`src/hw/rtl/stmk_pkg.sv`:
```
// Shared types and constants for the streaming top-m keeper.
package stmk_pkg;

    localparam int VALUE_W     = 32;
    localparam int KEEP_W      = 5;
    localparam int POS_W       = 4;
    localparam int DRAIN_LIMIT = 16;
    localparam logic [KEEP_W-1:0] KEEP_RESET = 5'd16;

    typedef enum logic [1:0] {
        CMD_PUSH  = 2'd0,
        CMD_DRAIN = 2'd1,
        CMD_CLEAR = 2'd2
    } t_cmd;

    typedef enum logic [1:0] {
        CELL_HOLD   = 2'd0,
        CELL_APPEND = 2'd1,
        CELL_ROTATE = 2'd2,
        CELL_REMOVE = 2'd3
    } t_cell_op;

    typedef struct packed {
        t_cell_op                   op;
        logic signed [VALUE_W-1:0]  sample;
    } t_cell_ctl;

endpackage

```
`src/hw/rtl/streaming_top_m_keeper.sv`:
```
// Top level: keeps the largest values of a stream in a chain of cells.
//
//  port group       dir  transfer rule
//  start/i_cmd/...  in   taken at a clock edge with start high and busy low
//  o_strobe/o_...   out  one cycle per result, taken at the edge ending it
//  i_cfg_we/wdata   in   keep count written at any edge with i_cfg_we high
//
// Push while below the keep count: the sample is appended, busy stays low.
// Push when full: the chain rotates once to find the minimum (one cell
// per cycle past the head); a larger sample then drops the minimum and enters at the tail.
// Drain: the chain rotates once; each result is registered from the head.
// Reset clears the count and sets the keep count to 16; no clearing pass.
// Results cannot be stalled.
module streaming_top_m_keeper #(
    parameter int MAX_KEEP = 16
) (
    input  logic                                  i_clk,
    input  logic                                  i_rst_n,
    input  logic                                  start,
    output logic                                  busy,
    input  logic [1:0]                            i_cmd,
    input  logic signed [stmk_pkg::VALUE_W-1:0]   i_sample,
    input  logic                                  i_cfg_we,
    input  logic [stmk_pkg::KEEP_W-1:0]           i_cfg_wdata,
    output logic                                  o_strobe,
    output logic signed [stmk_pkg::VALUE_W-1:0]   o_kept_value,
    output logic [stmk_pkg::POS_W-1:0]            o_position,
    output logic                                  o_last
);

    localparam int IDX_W = (MAX_KEEP > 1) ? $clog2(MAX_KEEP) : 1;
    localparam int CNT_W = $clog2(MAX_KEEP + 1);
    localparam int W     = (CNT_W > stmk_pkg::KEEP_W) ? CNT_W + 1 : stmk_pkg::KEEP_W + 1;

    typedef enum logic [1:0] {
        S_IDLE,
        S_SCAN,
        S_REPLACE,
        S_DRAIN
    } t_state;

    t_state                                r_state;
    logic [CNT_W-1:0]                      r_count;
    logic [stmk_pkg::KEEP_W-1:0]           r_keep;
    logic [IDX_W-1:0]                      r_k;
    logic [IDX_W-1:0]                      r_minpos;
    logic signed [stmk_pkg::VALUE_W-1:0]   r_minv;
    logic signed [stmk_pkg::VALUE_W-1:0]   r_sample;

    logic                                  accept;
    stmk_pkg::t_cmd                        cmd;
    logic [W-1:0]                          eff_keep;
    logic                                  can_append;
    logic [IDX_W-1:0]                      last_idx;
    logic [IDX_W-1:0]                      tail;
    stmk_pkg::t_cell_ctl                   cell_ctl;
    logic signed [stmk_pkg::VALUE_W-1:0]   w_value [MAX_KEEP];
    logic signed [stmk_pkg::VALUE_W-1:0]   head;

    assign busy     = (r_state != S_IDLE);
    assign accept   = start && !busy;
    assign cmd      = stmk_pkg::t_cmd'(i_cmd);
    assign head     = w_value[0];
    assign last_idx = IDX_W'(r_count - CNT_W'(1));

    always_comb begin
        eff_keep = W'(r_keep);
        if (eff_keep == '0) eff_keep = W'(1);
        if (eff_keep > W'(MAX_KEEP)) eff_keep = W'(MAX_KEEP);
    end

    assign can_append = (W'(r_count) < eff_keep);

    always_comb begin
        cell_ctl.op     = stmk_pkg::CELL_HOLD;
        cell_ctl.sample = i_sample;
        tail            = last_idx;
        unique case (r_state)
            S_IDLE: begin
                if (accept && cmd == stmk_pkg::CMD_PUSH && can_append) begin
                    cell_ctl.op = stmk_pkg::CELL_APPEND;
                    tail        = IDX_W'(r_count);
                end
            end
            S_SCAN, S_DRAIN: cell_ctl.op = stmk_pkg::CELL_ROTATE;
            S_REPLACE: begin
                cell_ctl.sample = r_sample;
                if (r_sample > r_minv) cell_ctl.op = stmk_pkg::CELL_REMOVE;
            end
            default: cell_ctl.op = stmk_pkg::CELL_HOLD;
        endcase
    end

    for (genvar g = 0; g < MAX_KEEP; g++) begin : g_cell
        logic signed [stmk_pkg::VALUE_W-1:0] next_value;
        if (g == MAX_KEEP - 1) begin : g_end
            assign next_value = '0;
        end else begin : g_mid
            assign next_value = w_value[g+1];
        end
        stmk_cell #(
            .IDX_W (IDX_W),
            .IDX   (g)
        ) u_cell (
            .i_clk    (i_clk),
            .i_ctl    (cell_ctl),
            .i_tail   (tail),
            .i_minpos (r_minpos),
            .i_next   (next_value),
            .i_head   (head),
            .o_value  (w_value[g])
        );
    end

    always_ff @(posedge i_clk) begin
        if (!i_rst_n) begin
            r_state  <= S_IDLE;
            r_count  <= '0;
            r_keep   <= stmk_pkg::KEEP_RESET;
            o_strobe <= 1'b0;
            o_last   <= 1'b0;
        end else begin
            o_strobe <= 1'b0;
            o_last   <= 1'b0;
            if (i_cfg_we) r_keep <= i_cfg_wdata;
            unique case (r_state)
                S_IDLE: begin
                    if (accept) begin
                        unique case (cmd)
                            stmk_pkg::CMD_PUSH: begin
                                if (can_append) begin
                                    r_count <= r_count + CNT_W'(1);
                                end else begin
                                    r_sample <= i_sample;
                                    r_k      <= '0;
                                    r_state  <= S_SCAN;
                                end
                            end
                            stmk_pkg::CMD_DRAIN: begin
                                if (r_count != '0) begin
                                    r_k     <= '0;
                                    r_state <= S_DRAIN;
                                end
                            end
                            stmk_pkg::CMD_CLEAR: r_count <= '0;
                            default: r_state <= S_IDLE;
                        endcase
                    end
                end
                S_SCAN: begin
                    if (r_k == '0 || head <= r_minv) begin
                        r_minv   <= head;
                        r_minpos <= r_k;
                    end
                    if (r_k == last_idx) r_state <= S_REPLACE;
                    else r_k <= r_k + IDX_W'(1);
                end
                S_REPLACE: r_state <= S_IDLE;
                S_DRAIN: begin
                    if (W'(r_k) < W'(stmk_pkg::DRAIN_LIMIT)) begin
                        o_strobe     <= 1'b1;
                        o_kept_value <= head;
                        o_position   <= stmk_pkg::POS_W'(r_k);
                        o_last       <= (r_k == last_idx)
                                     || (W'(r_k) == W'(stmk_pkg::DRAIN_LIMIT - 1));
                    end
                    if (r_k == last_idx) r_state <= S_IDLE;
                    else r_k <= r_k + IDX_W'(1);
                end
                default: r_state <= S_IDLE;
            endcase
        end
    end

    a_strobe_from_drain: assert property (@(posedge i_clk) disable iff (!i_rst_n)
        o_strobe |-> $past(r_state == S_DRAIN))
        else $error("result strobe outside a drain");

    a_last_has_strobe: assert property (@(posedge i_clk) disable iff (!i_rst_n)
        o_last |-> o_strobe)
        else $error("last flag without result");

    a_count_bound: assert property (@(posedge i_clk) disable iff (!i_rst_n)
        W'(r_count) <= W'(MAX_KEEP))
        else $error("held count above store depth");

    a_clear_empties: assert property (@(posedge i_clk) disable iff (!i_rst_n)
        (accept && cmd == stmk_pkg::CMD_CLEAR) |=> (r_count == '0))
        else $error("clear left entries");

    a_scan_keeps_count: assert property (@(posedge i_clk) disable iff (!i_rst_n)
        (r_state == S_SCAN) |=> $stable(r_count))
        else $error("count changed during minimum scan");

endmodule

```
`src/hw/rtl/stmk_cell.sv`:
```
// One storage cell of the keeper chain.
module stmk_cell #(
    parameter int IDX_W = 4,
    parameter int IDX   = 0
) (
    input  logic                                  i_clk,
    input  stmk_pkg::t_cell_ctl                   i_ctl,
    input  logic [IDX_W-1:0]                      i_tail,
    input  logic [IDX_W-1:0]                      i_minpos,
    input  logic signed [stmk_pkg::VALUE_W-1:0]   i_next,
    input  logic signed [stmk_pkg::VALUE_W-1:0]   i_head,
    output logic signed [stmk_pkg::VALUE_W-1:0]   o_value
);

    localparam logic [IDX_W-1:0] MY_IDX = IDX_W'(IDX);

    logic signed [stmk_pkg::VALUE_W-1:0] r_value;
    logic signed [stmk_pkg::VALUE_W-1:0] n_value;

    always_comb begin
        n_value = r_value;
        unique case (i_ctl.op)
            stmk_pkg::CELL_APPEND: begin
                if (MY_IDX == i_tail) n_value = i_ctl.sample;
            end
            stmk_pkg::CELL_ROTATE: begin
                if (MY_IDX < i_tail) n_value = i_next;
                else if (MY_IDX == i_tail) n_value = i_head;
            end
            stmk_pkg::CELL_REMOVE: begin
                if (MY_IDX >= i_minpos && MY_IDX < i_tail) n_value = i_next;
                else if (MY_IDX == i_tail) n_value = i_ctl.sample;
            end
            default: n_value = r_value;
        endcase
    end

    always_ff @(posedge i_clk) begin
        r_value <= n_value;
    end

    assign o_value = r_value;

endmodule
```
`config.mk`:
```
export PLATFORM = sky130hd
export DESIGN_NAME = streaming_top_m_keeper
export DESIGN_NICKNAME = d
export VERILOG_FILES = /design/src/hw/rtl/stmk_pkg.sv /design/src/hw/rtl/streaming_top_m_keeper.sv /design/src/hw/rtl/stmk_cell.sv
export SDC_FILE = /design/constraint.sdc
export NUM_CORES = 2
export LEC_CHECK = 0
export BUFFER_PORTS_ARGS = -buffer_cell sky130_fd_sc_hd__buf_2
export CORE_MARGIN = 2
export CORE_UTILIZATION = 45
export CTS_CLUSTER_SIZE = 30
export DETAILED_ROUTE_END_ITERATION = 7
export GPL_TIMING_DRIVEN = 1
export REMOVE_ABC_BUFFERS = 1
export SETUP_SLACK_MARGIN = 0.5
export SLEW_MARGIN = 20
export SYNTH_ARGS = -nofsm -noshare
export SYNTH_HDL_FRONTEND = slang
export SYNTH_SLANG_ARGS = --single-unit
```
`constraint.sdc`:
```
create_clock -name i_clk -period 10.5 [get_ports i_clk]
set_input_delay 1.575 -clock i_clk [delete_from_list [all_inputs] [get_ports i_clk]]
set_output_delay 1.575 -clock i_clk [all_outputs]
set_load 0.05 [all_outputs]
```
==> run metrics <==
syn avg cell area=9.63 um2; Clock Latency Late Sink=630 ps; Hold Buf Count CTS=0; DRT iter0 DRCs=3003; min Tclk post-route=5010 ps; H-tree depth=3; Crit. End Element=register; DIE HEIGHT=290 um; Peak VDD IR=113 uV; sequential share of power=0.472; crit path cell chain=buf_2 > or4b_4 > or2_1 > nor2_1 > buf_4 > a31oi_2 > nor2_4 > buf_4 > nand2_1 > a21oi_4 > o22ai_1; clock buffer count from CTS=74; Synth warnings=0; P_int=4680 uW; Final setup viols=0; flops & latches, synth=634; Multi-input gate area=16500 um2; setup bufs post-CTS=0; Hold Path End=r_keep[0]; wire per inst=23.6 um; GRT Resource Usage Total=0.270; min-delay src=r_keep[0]; CP bufs+invs=3; Crit-path slowest cell=a21oi_4; cts repair resizes=0; CP peak stage delay=880 ps; ANT nets after route=0; EDFF count, synth=620; initial antenna violation count=2; worst endpoint data arrival time=5330 ps; status=finished, final reports clean; P&R area growth vs syn=10.7%; first-pass GRT wire length=176 mm; CP dominant cell by count=buf_4; CTS sink count=634; Post-Synth Adder-Cell Area=0.0249; WS Path Type=in -> reg; post-route DRC violation count=0; CP required=10820 ps; predominant post-synthesis flop cell=edfxtp_1; Core Util, Final=0.503; combinational power share=0.144; Worst R2R Start=r_count[0]; share of layout cells above drive strength 1=0.120; hold crit path type=reg -> reg; largest net degree at the start of global routing=71; clock buffer depth=3; Vias/cell=6.22; clock-pin slew on the worst setup and hold paths=60 ps; hold path depth=2; worst reg2reg setup slack=5540 ps; IO buf count=81; first drt pass iteration count=5; clk_skew=25.1 ps; Synth Instances=3809; Placer Congestion=0.902; FMAX=200 MHz; mux contribution to synthesized area=0.0516; NumNets Final=3843; delay-heaviest family, CP=compound AO/OA/AOI/OAI gates; switching part of the total=0.275; n_diodes=0; Initial Utilization=0.455; Die X=290 um; pin slew with the least headroom to its limit=1150 ps; core area=80700 um2; Max FO, Critical Path=66; Clk network pwr share=0.384; FP Rows=104; total grt overflow=0; Reg area=18900 um2; Netlist cell types=73; largest family of logic cells by synthesized area=compound AO/OA/AOI/OAI gates; Detail Placement HPWL=75.6 mm; max_cap viols=0; final hold vios=0; CP Launch Type=input pin; final cycle utilization of the critical path=0.477; Net Switching=1780 uW; Worst Reg2Reg Path Length in Cells=12; routed wire length=114 mm; Sum Neg Setup Slack=0 ps; Root Buffer=clkbuf_16; Max-slew headroom=0.236; die area=83800 um2; Post-Synth XOR/XNOR Area=0.00355; asr flop ratio synth=0; sequential share of the synthesized area=0.515; IO Count=82; reg-to-reg endpoint=g_cell[1].u_cell.o_value[27]; hold_ws=521 ps; CTS tree=yes; vias in the first global route=28.5k; fillers=7408; post-synthesis compound-gate area fraction=0.228; Slew Limit Fails=0; simple-gate share of the synthesized area=0.131; PwrDens=159 nW/um2; unrepaired setup endpoints after global routing=false; P_leak=0.0136 uW; vias=30.1k; Synth Cell Area=36700 um2
-- power groups by stage --
stage / registers [uW] / clock network, uW / logic [uW]
2_1_floorplan: 3080 / 0 / 600
3_3_place_gp: 3090 / 0 / 893
3_5_place_dp: 3090 / 0 / 915
4_1_cts: 3040 / 2520 / 918
5_1_grt: 3060 / 2610 / 1020
6_report: 3040 / 2480 / 932
-- placed cells by master, fill, tap and decap left out, types with 9 or more instances in the layout --
cell | synthesis | final
nand2_1 | 547 | 544
nor2_4 | 0 | 9
o211ai_1 | 12 | 12
mux2i_2 | 0 | 9
buf_4 | 6 | 125
o21ai_0 | 393 | 390
nand3_1 | 85 | 81
a211o_1 | 10 | 10
clkbuf_1 | 263 | 16
inv_1 | 42 | 42
nor2_1 | 428 | 409
a21oi_2 | 7 | 10
clkinv_2 | 0 | 9
dfxtp_1 | 14 | 13
mux2i_1 | 134 | 124
nor2_2 | 3 | 13
edfxtp_1 | 620 | 620
mux2_2 | 49 | 49
nand4_1 | 20 | 20
clkbuf_16 | 0 | 77
ha_1 | 73 | 73
nor2b_1 | 12 | 12
buf_2 | 63 | 81
clkinv_1 | 3 | 17
o221ai_1 | 176 | 176
o22ai_1 | 177 | 177
a211oi_1 | 59 | 55
a21oi_1 | 338 | 331
a31oi_1 | 18 | 16
nor3_1 | 19 | 17
a221o_1 | 80 | 80
-- cells in the mapped netlist, types with 59 or more instances --
| library cell | n | area share |
|---|---|---|
| edfxtp_1 | 620 | 0.51 |
| clkbuf_1 | 263 | 0.027 |
| nand3_1 | 85 | 0.012 |
| o21ai_0 | 393 | 0.054 |
| buf_2 | 63 | 0.0086 |
| a221o_1 | 80 | 0.022 |
| a21oi_1 | 338 | 0.046 |
| o221ai_1 | 176 | 0.042 |
| nor2_1 | 428 | 0.044 |
| nand2_1 | 547 | 0.056 |
| ha_1 | 73 | 0.025 |
| a211oi_1 | 59 | 0.012 |
| mux2i_1 | 134 | 0.037 |
| o22ai_1 | 177 | 0.030 |
-- tightest hold or removal path: stages, from the launching register on --
cell and delay (ps):
dfxtp_1 330, mux2i_1 70, nor2b_1 90
-- state kept, by name, summed over array words and instances (netlist names) --
register / cells
r_minv: 32
r_state: 2
o_position: 4
o_kept_value: 32
r_keep: 5
r_minpos: 4
g_cell.u_cell.o_value: 512
o_last: 1
o_strobe: 1
r_sample: 32
r_k: 4
r_count: 5
-- routing by layer --
layer,GRT usage,vias to the layer above,routed length (um)
li1,-,14226,-
met1,0.384,14418,50300
met2,0.423,1293,51300
met3,0.0411,172,9510
met4,0.0874,0,3250
met5,0,-,0
-- stage by stage --
| step | area (um2) | power, uW | cells | setup slack, ps |
|---|---|---|---|---|
| after CTS | 40600 | 6470 | 4838 | 5390 |
| after detailed placement | 38300 | 4010 | 4709 | 4730 |
| final | 40600 | 6450 | 4840 | 5490 |
| after floorplan | 35200 | 3680 | 3441 | 1530 |
| after global placement | 38200 | 3980 | 4707 | 4840 |
| after global routing | 40600 | 6690 | 4840 | 5290 |
-- worst max path at each step --
| stage | from | to | slack (ps) | cells past startpoint |
|---|---|---|---|---|
| finish | i_cmd[0] | g_cell[14].u_cell.o_value[20] | 5490 | 11 |
| global route | i_cmd[0] | g_cell[14].u_cell.o_value[11] | 5290 | 11 |
| CTS | i_cmd[0] | g_cell[14].u_cell.o_value[20] | 5390 | 11 |
| detailed placement | i_cmd[0] | g_cell[14].u_cell.o_value[20] | 4730 | 11 |
| global placement | i_cmd[0] | g_cell[14].u_cell.o_value[20] | 4840 | 11 |
| floorplan | r_state[0] | g_cell[15].u_cell.o_value[0] | 1530 | 4 |
-- layout make-up --
type                       count  area share
tap                         1060      0.0327
sequential                   634       0.465
multi-input combinational   2762       0.407
inverter                      45     0.00422
timing repair buffer         210      0.0354
clock inverter                32     0.00533
clock buffer                  97      0.0503
-- logic make-up after synthesis --
group,count (synthesis)
AO/OA/AOI/OAI,1326
AND/OR/NAND/NOR,1166
flip-flops,634
buffers and inverters,413
multiplexers,183
adder cells (fa/ha/maj),73
XOR/XNOR,14
Power figures use the tool's default switching activity.
